==> config.mk <==
export PLATFORM = sky130hd
export DESIGN_NAME = html_entity_decoder
export DESIGN_NICKNAME = d
export VERILOG_FILES = /design/src/sv/hed_pkg.sv /design/src/sv/hed_ctrl.sv /design/src/sv/hed_datapath.sv /design/src/sv/html_entity_decoder.sv
export SDC_FILE = /design/constraint.sdc
export NUM_CORES = 1
export LEC_CHECK = 0
export BUFFER_PORTS_ARGS = -buffer_cell sky130_fd_sc_hd__clkbuf_2
export CAP_MARGIN = 20
export CORE_ASPECT_RATIO = 1.5
export CORE_MARGIN = 5
export CORE_UTILIZATION = 41
export DETAILED_ROUTE_END_ITERATION = 10
export PLACE_DENSITY = 0.61
export RECOVER_POWER = 100
export SYNTH_ARGS = -nofsm -noshare
export SYNTH_HDL_FRONTEND = slang
export SYNTH_SLANG_ARGS = --single-unit
==> constraint.sdc <==
create_clock -name clk -period 13.1 [get_ports clk]
set_input_delay 2.62 -clock clk [delete_from_list [all_inputs] [get_ports clk]]
set_output_delay 2.62 -clock clk [all_outputs]
set_load 0.02 [all_outputs]
==> src/sv/hed_pkg.sv <==
`timescale 1ns / 1ps
`default_nettype none
// ----------------------------------------------------------------------------
// hed_pkg
// Shared types, entity pattern table and controller/datapath interface.
// ----------------------------------------------------------------------------
package hed_pkg;

  localparam int BYTE_W    = 8;
  localparam int PEND_MAX  = 8;   // longest entity text, "&eacute;"
  localparam int PEND_W    = 3;   // buffered prefix holds at most 7 bytes
  localparam int NUM_MAX   = 5;   // characters collected after "&#"
  localparam int DCNT_W    = 3;
  localparam int TOT_W     = 4;   // results per transfer, at most 8
  localparam int NUM_PAT   = 7;
  localparam int CFG_IDX_W = 1;

  localparam logic [7:0] CH_AMP  = 8'h26;
  localparam logic [7:0] CH_SEMI = 8'h3B;
  localparam logic [7:0] CH_PLUS = 8'h2B;
  localparam logic [7:0] CH_MIN  = 8'h2D;
  localparam logic [7:0] CH_ZERO = 8'h30;
  localparam logic [7:0] CH_NINE = 8'h39;
  localparam logic [7:0] CH_SP   = 8'h20;
  localparam logic [7:0] CH_TAB  = 8'h09;
  localparam logic [7:0] CH_CR   = 8'h0D;

  localparam logic [7:0] EACUTE_RST = 8'hE9;
  localparam logic [7:0] IUML_RST   = 8'hEF;

  typedef enum logic [CFG_IDX_W-1:0] {
    REG_EACUTE = 1'b0,
    REG_IUML   = 1'b1
  } cfg_reg_t;

  typedef enum logic [1:0] {
    KIND_FIXED,
    KIND_EACUTE,
    KIND_IUML,
    KIND_NUMERIC
  } pat_kind_t;

  typedef enum logic [1:0] {
    PH_WS,
    PH_SIGN,
    PH_DIG,
    PH_BAD
  } num_phase_t;

  typedef enum logic {
    ST_IDLE,
    ST_RUN
  } hed_state_t;

  // texts left aligned, first character in the top byte
  localparam logic [63:0] PAT_TEXT [NUM_PAT] = '{
    {"&amp;", 24'h0},
    {"&quot;", 16'h0},
    {"&lt;", 32'h0},
    {"&gt;", 32'h0},
    "&eacute;",
    {"&iuml;", 16'h0},
    {"&#", 48'h0}
  };

  localparam logic [3:0] PAT_LEN [NUM_PAT] = '{
    4'd5, 4'd6, 4'd4, 4'd4, 4'd8, 4'd6, 4'd2
  };

  localparam pat_kind_t PAT_KIND [NUM_PAT] = '{
    KIND_FIXED, KIND_FIXED, KIND_FIXED, KIND_FIXED,
    KIND_EACUTE, KIND_IUML, KIND_NUMERIC
  };

  localparam logic [7:0] PAT_VAL [NUM_PAT] = '{
    8'h26, 8'h22, 8'h3C, 8'h3E, 8'h00, 8'h00, 8'h00
  };

  function automatic logic [7:0] pat_char(input logic [63:0] text,
                                          input logic [PEND_W-1:0] pos);
    logic [5:0] base;
    base = {3'(3'd7 - pos), 3'b000};
    return text[base +: 8];
  endfunction

  typedef struct packed {
    logic accept;  // load a new input transfer
    logic emit;    // load next result into the output register
  } hed_cmd_t;

  typedef struct packed {
    logic no_results;  // current transfer produces nothing
    logic emit_final;  // result being selected is the last of the transfer
    logic out_free;    // output register can take a result
  } hed_status_t;

endpackage

`default_nettype wire

==> src/sv/hed_ctrl.sv <==
`timescale 1ns / 1ps
`default_nettype none
// ----------------------------------------------------------------------------
// hed_ctrl
// Sequencer: takes one input transfer, then steps the datapath through its
// results one per cycle as the output register frees up.
// ----------------------------------------------------------------------------
module hed_ctrl
  import hed_pkg::*;
(
  input  wire         clk,
  input  wire         rst,
  input  wire         s_tvalid,
  output logic        s_tready,
  input  hed_status_t sts,
  output hed_cmd_t    cmd
);

  hed_state_t state, state_next;

  always_ff @(posedge clk) begin
    if (rst) begin
      state <= ST_IDLE;
    end else begin
      state <= state_next;
    end
  end

  always_comb begin
    state_next = state;
    s_tready   = 1'b0;
    cmd        = '0;
    unique case (state)
      ST_IDLE: begin
        // nothing is taken while reset is held
        s_tready   = !rst;
        cmd.accept = s_tvalid && !rst;
        if (s_tvalid && !rst) begin
          state_next = ST_RUN;
        end
      end
      ST_RUN: begin
        if (sts.no_results) begin
          state_next = ST_IDLE;
        end else if (sts.out_free) begin
          cmd.emit = 1'b1;
          if (sts.emit_final) begin
            state_next = ST_IDLE;
          end
        end
      end
      default: state_next = ST_IDLE;
    endcase
  end

endmodule

`default_nettype wire

==> src/sv/hed_datapath.sv <==
`timescale 1ns / 1ps
`default_nettype none
// ----------------------------------------------------------------------------
// hed_datapath
// Decoder state, entity matching, incremental numeric parse, per-transfer
// result plan and the output register.
// ----------------------------------------------------------------------------
module hed_datapath
  import hed_pkg::*;
(
  input  wire                  clk,
  input  wire                  rst,
  input  hed_cmd_t             cmd,
  output hed_status_t          sts,
  input  wire [7:0]            s_tdata,    // [7:0] in_byte
  input  wire                  s_tlast,
  output logic [7:0]           m_tdata,    // [7:0] out_byte
  output logic [1:0]           m_tuser,    // [0] byte_valid, [1] run_last
  output logic                 m_tlast,
  output logic                 m_tvalid,
  input  wire                  m_tready,
  input  wire                  cfg_valid,
  input  wire [CFG_IDX_W-1:0]  cfg_index,
  input  wire [7:0]            cfg_data
);

  // configuration
  logic [7:0] eacute_code, iuml_code;

  // decoder state
  logic [7:0]          pbuf [PEND_MAX];
  logic [PEND_W-1:0]   pcount, pcount_next;
  logic [NUM_PAT-1:0]  pmask, pmask_next;
  logic                num_mode, num_mode_next;
  logic [DCNT_W-1:0]   dcount, dcount_next;
  num_phase_t          phase, phase_next;
  logic                neg, neg_next;
  logic [7:0]          acc, acc_next;
  logic                skip, skip_next;

  // plan of the transfer being emitted
  logic [PEND_W-1:0]   k1;
  logic                one_vld;
  logic [7:0]          one_val;
  logic                last_q;
  logic                marker;
  logic [TOT_W-1:0]    total;
  logic [TOT_W-1:0]    pos;

  // combinational step results
  logic [PEND_W-1:0]   k1_c, k2_c;
  logic                one_vld_c;
  logic [7:0]          one_val_c;
  logic                wr_en;
  logic [PEND_W-1:0]   wr_addr;
  logic [TOT_W-1:0]    total_c;

  logic [7:0]          c;
  logic [3:0]          n_len;
  logic [NUM_PAT-1:0]  hit;
  logic                any_full, any_part;
  logic [2:0]          full_idx;

  function automatic logic is_ws(input logic [7:0] ch);
    return (ch == CH_SP) || (ch >= CH_TAB && ch <= CH_CR);
  endfunction

  function automatic logic is_digit(input logic [7:0] ch);
    return (ch >= CH_ZERO) && (ch <= CH_NINE);
  endfunction

  assign c = s_tdata;

  // entity prefix match against the pattern table
  always_comb begin
    n_len    = 4'({1'b0, pcount}) + 4'd1;
    hit      = '0;
    any_full = 1'b0;
    any_part = 1'b0;
    full_idx = '0;
    for (int i = 0; i < NUM_PAT; i++) begin
      hit[i] = pmask[i] && (n_len <= PAT_LEN[i]) && (pat_char(PAT_TEXT[i], pcount) == c);
      if (hit[i] && n_len == PAT_LEN[i]) begin
        any_full = 1'b1;
        full_idx = 3'(i);
      end
      if (hit[i] && n_len != PAT_LEN[i]) begin
        any_part = 1'b1;
      end
    end
  end

  // one input byte through the decoder
  always_comb begin
    pcount_next   = pcount;
    pmask_next    = pmask;
    num_mode_next = num_mode;
    dcount_next   = dcount;
    phase_next    = phase;
    neg_next      = neg;
    acc_next      = acc;
    skip_next     = skip;
    k1_c          = '0;
    k2_c          = '0;
    one_vld_c     = 1'b0;
    one_val_c     = c;
    wr_en         = 1'b0;
    wr_addr       = '0;

    if (skip) begin
      skip_next = 1'b0;
    end else if (num_mode) begin
      if (c == CH_SEMI) begin
        one_vld_c     = (phase == PH_DIG);
        one_val_c     = neg ? 8'(-acc) : acc;
        num_mode_next = 1'b0;
        dcount_next   = '0;
      end else begin
        unique case (phase)
          PH_WS: begin
            if (is_ws(c)) begin
              phase_next = PH_WS;
            end else if (c == CH_PLUS || c == CH_MIN) begin
              phase_next = PH_SIGN;
              neg_next   = (c == CH_MIN);
            end else if (is_digit(c)) begin
              phase_next = PH_DIG;
              acc_next   = 8'(c - CH_ZERO);
            end else begin
              phase_next = PH_BAD;
            end
          end
          PH_SIGN, PH_DIG: begin
            if (is_digit(c)) begin
              phase_next = PH_DIG;
              acc_next   = 8'({acc[4:0], 3'b000}) + 8'({acc[6:0], 1'b0}) + 8'(c - CH_ZERO);
            end else begin
              phase_next = PH_BAD;
            end
          end
          PH_BAD: phase_next = PH_BAD;
          default: phase_next = PH_BAD;
        endcase
        dcount_next = dcount + DCNT_W'(1);
        if (dcount_next == DCNT_W'(NUM_MAX)) begin
          one_vld_c     = (phase_next == PH_DIG);
          one_val_c     = neg_next ? 8'(-acc_next) : acc_next;
          num_mode_next = 1'b0;
          dcount_next   = '0;
          skip_next     = 1'b1;
        end
      end
    end else if (pcount != '0 && (any_full || any_part)) begin
      if (any_full) begin
        pcount_next = '0;
        unique case (PAT_KIND[full_idx])
          KIND_FIXED: begin
            one_vld_c = 1'b1;
            one_val_c = PAT_VAL[full_idx];
          end
          KIND_EACUTE: begin
            one_vld_c = 1'b1;
            one_val_c = eacute_code;
          end
          KIND_IUML: begin
            one_vld_c = 1'b1;
            one_val_c = iuml_code;
          end
          KIND_NUMERIC: begin
            num_mode_next = 1'b1;
            dcount_next   = '0;
            phase_next    = PH_WS;
            neg_next      = 1'b0;
            acc_next      = '0;
          end
          default: one_vld_c = 1'b0;
        endcase
      end else begin
        pcount_next = n_len[PEND_W-1:0];
        pmask_next  = hit;
        wr_en       = 1'b1;
        wr_addr     = pcount;
      end
    end else begin
      // broken prefix goes out literally, then this byte starts afresh
      k1_c        = pcount;
      pcount_next = '0;
      if (c == CH_AMP) begin
        pcount_next = PEND_W'(1);
        pmask_next  = '1;
        wr_en       = 1'b1;
        wr_addr     = '0;
      end else begin
        one_vld_c = 1'b1;
      end
    end

    if (s_tlast) begin
      if (num_mode_next) begin
        one_vld_c = (phase_next == PH_DIG);
        one_val_c = neg_next ? 8'(-acc_next) : acc_next;
      end
      k2_c          = pcount_next;
      pcount_next   = '0;
      num_mode_next = 1'b0;
      dcount_next   = '0;
      skip_next     = 1'b0;
    end

    total_c = TOT_W'(k1_c) + TOT_W'(one_vld_c) + TOT_W'(k2_c);
  end

  always_ff @(posedge clk) begin
    if (rst) begin
      eacute_code <= EACUTE_RST;
      iuml_code   <= IUML_RST;
    end else if (cfg_valid) begin
      unique case (cfg_reg_t'(cfg_index))
        REG_EACUTE: eacute_code <= cfg_data;
        REG_IUML:   iuml_code   <= cfg_data;
        default:    eacute_code <= eacute_code;
      endcase
    end
  end

  always_ff @(posedge clk) begin
    if (rst) begin
      pcount   <= '0;
      num_mode <= 1'b0;
      dcount   <= '0;
      skip     <= 1'b0;
      total    <= '0;
      pos      <= '0;
    end else if (cmd.accept) begin
      pcount   <= pcount_next;
      num_mode <= num_mode_next;
      dcount   <= dcount_next;
      skip     <= skip_next;
      total    <= (s_tlast && total_c == '0) ? TOT_W'(1) : total_c;
      pos      <= '0;
    end else if (cmd.emit) begin
      pos <= pos + TOT_W'(1);
    end
  end

  always_ff @(posedge clk) begin
    if (cmd.accept) begin
      pmask   <= pmask_next;
      phase   <= phase_next;
      neg     <= neg_next;
      acc     <= acc_next;
      k1      <= k1_c;
      one_vld <= one_vld_c;
      one_val <= one_val_c;
      last_q  <= s_tlast;
      marker  <= s_tlast && (total_c == '0);
      if (wr_en) begin
        pbuf[wr_addr] <= c;
      end
    end
  end

  // result selection: end marker, or old prefix bytes, single byte, then flushed prefix
  logic [TOT_W-1:0]  rd_pos;
  logic [7:0]        sel_byte;
  logic              sel_vld;

  always_comb begin
    rd_pos   = pos - TOT_W'(k1) - TOT_W'(one_vld);
    sel_vld  = 1'b1;
    if (marker) begin
      sel_byte = '0;
      sel_vld  = 1'b0;
    end else if (pos < TOT_W'(k1)) begin
      sel_byte = pbuf[pos[PEND_W-1:0]];
    end else if (one_vld && pos == TOT_W'(k1)) begin
      sel_byte = one_val;
    end else begin
      sel_byte = pbuf[rd_pos[PEND_W-1:0]];
    end
  end

  assign sts.no_results = (total == '0);
  assign sts.emit_final = (pos == total - TOT_W'(1));
  assign sts.out_free   = !m_tvalid || m_tready;

  always_ff @(posedge clk) begin
    if (rst) begin
      m_tvalid <= 1'b0;
    end else if (cmd.emit) begin
      m_tvalid <= 1'b1;
    end else if (m_tready) begin
      m_tvalid <= 1'b0;
    end
  end

  always_ff @(posedge clk) begin
    if (cmd.emit) begin
      m_tdata <= sel_byte;
      m_tuser <= {sts.emit_final, sel_vld};
      m_tlast <= sts.emit_final && last_q;
    end
  end

  property p_emit_in_range;
    @(posedge clk) disable iff (rst) cmd.emit |-> (pos < total);
  endproperty
  a_emit_in_range: assert property (p_emit_in_range)
    else $error("result emitted beyond planned count");

  property p_num_no_prefix;
    @(posedge clk) disable iff (rst) num_mode |-> (pcount == '0);
  endproperty
  a_num_no_prefix: assert property (p_num_no_prefix)
    else $error("numeric mode with buffered prefix");

  property p_last_clears;
    @(posedge clk) disable iff (rst)
      (cmd.accept && s_tlast) |=> (pcount == '0 && !num_mode && !skip);
  endproperty
  a_last_clears: assert property (p_last_clears)
    else $error("state not cleared after end of string");

  property p_marker_is_end;
    @(posedge clk) disable iff (rst)
      (cmd.emit && !sel_vld) |=> (m_tlast && m_tuser[1]);
  endproperty
  a_marker_is_end: assert property (p_marker_is_end)
    else $error("end marker not flagged as final");

endmodule

`default_nettype wire

==> src/sv/html_entity_decoder.sv <==
`timescale 1ns / 1ps
`default_nettype none
// ----------------------------------------------------------------------------
// html_entity_decoder
// Streaming HTML entity decoder: raw text bytes in, decoded bytes out.
//
//   channel  | direction | handshake           | payload
//   ---------+-----------+---------------------+-------------------------------
//   s_*      | in        | s_tvalid / s_tready | tdata in_byte, tlast in_last
//   m_*      | out       | m_tvalid / m_tready | tdata out_byte, tlast string_end,
//            |           |                     | tuser {run_last, byte_valid}
//   cfg_*    | in        | cfg_valid/cfg_ready | cfg_index, cfg_data
//
// A byte is taken in the idle state, then its results are loaded one per cycle
// while the output register is free (a byte that yields nothing still passes
// through the run state); up to eight results per byte when a broken prefix is
// replayed or flushed at the end of the string. Output register decouples
// m_tready; the next byte is taken while the final result of the previous one
// waits. Synchronous reset, ready low while it is held; no clearing pass.
// ----------------------------------------------------------------------------
module html_entity_decoder
  import hed_pkg::*;
(
  input  wire                  clk,
  input  wire                  rst,
  input  wire                  s_tvalid,
  output logic                 s_tready,
  input  wire [7:0]            s_tdata,    // [7:0] in_byte
  input  wire                  s_tlast,    // in_last
  output logic                 m_tvalid,
  input  wire                  m_tready,
  output logic [7:0]           m_tdata,    // [7:0] out_byte
  output logic [1:0]           m_tuser,    // [0] byte_valid, [1] run_last
  output logic                 m_tlast,    // string_end
  input  wire                  cfg_valid,
  output logic                 cfg_ready,
  input  wire [CFG_IDX_W-1:0]  cfg_index,
  input  wire [7:0]            cfg_data
);

  hed_cmd_t    cmd;
  hed_status_t sts;

  assign cfg_ready = !rst;

  hed_ctrl u_ctrl (
    .clk      (clk),
    .rst      (rst),
    .s_tvalid (s_tvalid),
    .s_tready (s_tready),
    .sts      (sts),
    .cmd      (cmd)
  );

  hed_datapath u_dp (
    .clk       (clk),
    .rst       (rst),
    .cmd       (cmd),
    .sts       (sts),
    .s_tdata   (s_tdata),
    .s_tlast   (s_tlast),
    .m_tdata   (m_tdata),
    .m_tuser   (m_tuser),
    .m_tlast   (m_tlast),
    .m_tvalid  (m_tvalid),
    .m_tready  (m_tready),
    .cfg_valid (cfg_valid),
    .cfg_index (cfg_index),
    .cfg_data  (cfg_data)
  );

endmodule

`default_nettype wire

==> results.cfg <==
[clocking]
cts_resized = 0
clockBufferDepth = 2
insertion_delay_ns = 0.43
clockRootBuffer = clkbuf_16
cts_tree = done
clk_pin_slew_ns = 0.06
post-cts-setup-buffers = 0
cts_buffers = 17
ctsHoldBuffers = 0
htree_levels = 4
numClockSinks = 144

[route]
wl_per_cell_um = 23.2
avgViaCountPerCell = 6.16
drtIter0Drc = 784
drt_pass1_iterations = 5
drc = 0
postRouteAntennaNets = 0
vias = 8320
wl_mm = 31.4

[final_layout]
layout_commonest_cell = edfxtp_1
area_growth_syn_to_layout_pct = 9.46
layout_common_cells = edfxtp_1 (107), nand2_1 (90), inv_1 (51), nor2_1 (50), nand3_1 (47)
fin_area_um2 = 11000
antenna_cells = 0
drive_gt1_share_pct = 10.0
fillers = 2315
fin_nets = 1081

[power_and_ir_drop]
p_leak_uw = 0.00374
irDropWorstVdd_mv = 0.0856
powerDensity_nw_per_um2 = 102

[critical_path]
r2r_cells = 12
critical_path_class = input port to flop
crit_fanout = 37
rrSetupSlack_ns = 6.25
crit_path_start_kind = input port
crit_end = u_dp.total[0]$_SDFFE_PP0P_
worstPathArrival_ns = 8.80
reg2reg_from = u_dp.pcount[0]$_SDFFE_PP0P_
critPathRequiredTime_ns = 13.35
startpoint = s_tdata[1]
r2r_end = u_dp.pbuf[5][7]$_DFFE_PP_
worst_setup_path_end_kind = flop

[grt]
grt_pass1_vias = 8376
grt_overflow_total = 0
grt_max_degree = 46
grt_use_total_pct = 23.1
grt_pass1_wl_mm = 48.2
antenna_found_initial = 0

[timing]
post-route-min-period_ns = 8.54
rsz0062_at_grt = false
finalHoldViolCount = 0
worst_slack_ns = 4.56
period_share_pct = 65.2
slew_viol_final = 212
fmax_mhz = 117
worstMarginPinSlew_ns = 2.51
finalSetupViolCount = 0
skew_ns = 0.00579
tns_ns = 0
max_slew_margin_pct = -69.2

[floorplan]
die_h_um = 202
die_x_um = 138
rows = 70
die_area_um2 = 27800
core_um2 = 24300
io_pins = 37
floorplan.initialDensity_pct = 41.4

[synth]
synth_area_per_cell_um2 = 10.1
ys_ff_latch = 144
synth_edf_count = 107
synth_area_um2 = 10000
ys_async_sr_fraction_pct = 0
synth_flop_cell = edfxtp_1
synth.distinct_cells = 94
syn-instance-count = 991
ys_seq_area_share_pct = 39.3
yosysWarnings = 0

[job]
maxCapViolations = 8

[placement]
dpl-instance-area_um2 = 10600
gp_congestion = 0.977
io_buffers = 36
dpl.hpwl_mm = 23.4
dp_slack_ns = 5.31

[outcome]
status = complete, but fails checks
violations = capacitance limit, slew limit

[worst_hold_path]
hold_path.class = flop to flop
==> routing by layer <==
metal	track usage (%)	part of all wire [%]	up-vias
met4	13.5	6.8	0
li1	-	-	3808
met1	24.7	35	4014
met5	0	0	-
met3	3.68	5.0	126
met2	41.7	53	372
==> worst min path at each step <==
stage	from	to	slack [ns]	cells past startpoint
after global placement	u_dp.iuml_code[7]$_SDFFE_PP1P_	u_dp.iuml_code[7]$_SDFFE_PP1P_	0.45	2
after CTS	u_dp.iuml_code[6]$_SDFFE_PP1P_	u_dp.iuml_code[6]$_SDFFE_PP1P_	0.47	2
final	u_dp.iuml_code[3]$_SDFFE_PP1P_	u_dp.iuml_code[3]$_SDFFE_PP1P_	0.47	2
after global routing	u_dp.iuml_code[6]$_SDFFE_PP1P_	u_dp.iuml_code[6]$_SDFFE_PP1P_	0.50	2
after detailed placement	u_dp.iuml_code[6]$_SDFFE_PP1P_	u_dp.iuml_code[6]$_SDFFE_PP1P_	0.46	2
after floorplan	u_dp.iuml_code[4]$_SDFFE_PP0P_	u_dp.iuml_code[4]$_SDFFE_PP0P_	0.44	2
==> layout make-up <==
type,count,area (µm²),share of cell area (%)
flip-flops and latches,144,3950,35.9
clock inverters,6,47.5,0.432
repair buffers,58,277,2.51
clock buffers,26,523,4.75
multi-input cells,737,5590,50.8
well taps,324,405,3.69
inverters,55,206,1.88
==> through the flow <==
step | hold WS, ns | utilization, % | cells | power, µW
floorplan | 0.437 | - | 998 | 620
global placement | 0.453 | 43.5 | 1315 | 659
detailed placement | 0.460 | 43.5 | 1316 | 661
CTS | 0.474 | 45.9 | 1348 | 1130
global route | 0.500 | 45.3 | 1350 | 1160
finish | 0.473 | 45.3 | 1350 | 1120
==> flip-flops by register name, indices dropped and copies added (netlist names), 2 cells and up, named ones only <==
| register | cells |
|---|---|
| u_dp.phase | 2 |
| u_dp.dcount | 3 |
| u_dp.m_tdata | 8 |
| u_dp.pos | 4 |
| u_dp.one_val | 8 |
| u_dp.pcount | 3 |
| u_dp.iuml_code | 8 |
| u_dp.k1 | 3 |
| u_dp.m_tuser | 2 |
| u_dp.acc | 8 |
| u_dp.total | 4 |
| u_dp.pbuf | 64 |
| u_dp.eacute_code | 8 |
| u_dp.pmask | 7 |
==> critical path, stage by stage <==
cell and delay (ns):
clkbuf_1 1.23, mux2_2 0.36, o2111ai_1 0.27, a2111oi_0 1.18, nor3_1 0.26, a32oi_1 0.66
clkbuf_1 0.34, o21ai_0 0.15, o2bb2ai_1 0.20, fa_1 0.42, fa_1 0.39, xor2_1 0.20
nor3_1 0.06, and3_1 0.18, o21ai_0 0.14, o31ai_1 0.10
==> Yosys cell counts, drive strengths merged, types with 9 or more instances <==
| cell type | number | area (µm²) |
|---|---|---|
| nand3 | 47 | 235 |
| fa | 9 | 180 |
| mux2i | 29 | 290 |
| nand2 | 91 | 344 |
| a22o | 11 | 96.3 |
| or3 | 9 | 56.3 |
| nor4 | 13 | 93.8 |
| and3 | 11 | 68.8 |
| inv | 52 | 195 |
| nand4 | 10 | 62.6 |
| nor2 | 51 | 194 |
| dfxtp | 37 | 741 |
| nand2b | 14 | 95.1 |
| nor3 | 26 | 130 |
| a21oi | 40 | 200 |
| or2 | 9 | 56.3 |
| a31oi | 9 | 56.3 |
| edfxtp | 107 | 3210 |
| ha | 36 | 450 |
| buf | 26 | 159 |
| a211oi | 28 | 215 |
| xor2 | 16 | 140 |
| mux4 | 32 | 721 |
| xnor2 | 41 | 359 |
| clkbuf | 36 | 135 |
| o31ai | 14 | 105 |
| o21ai | 44 | 228 |
| nor2b | 11 | 68.8 |
==> power breakdown <==
group	internal [µW]	switching [µW]	total, µW
Combinational	56.0	86.6	143
Clock	277	191	468
Sequential	501	7.97	509
==> kinds of logic after synthesis <==
logic type	after synthesis	share of synthesized area, %
and+or+nand+nor	333	17.4
other	1	0.0373
muxes	62	10.2
xor gates and xnor gates	57	4.97
buffers and inverters	117	4.98
adders and majority gates	45	6.27
DFF	144	39.3
AOI/OAI and AO/OA	232	16.8
Note: power is estimated with default switching activity, not from simulation.
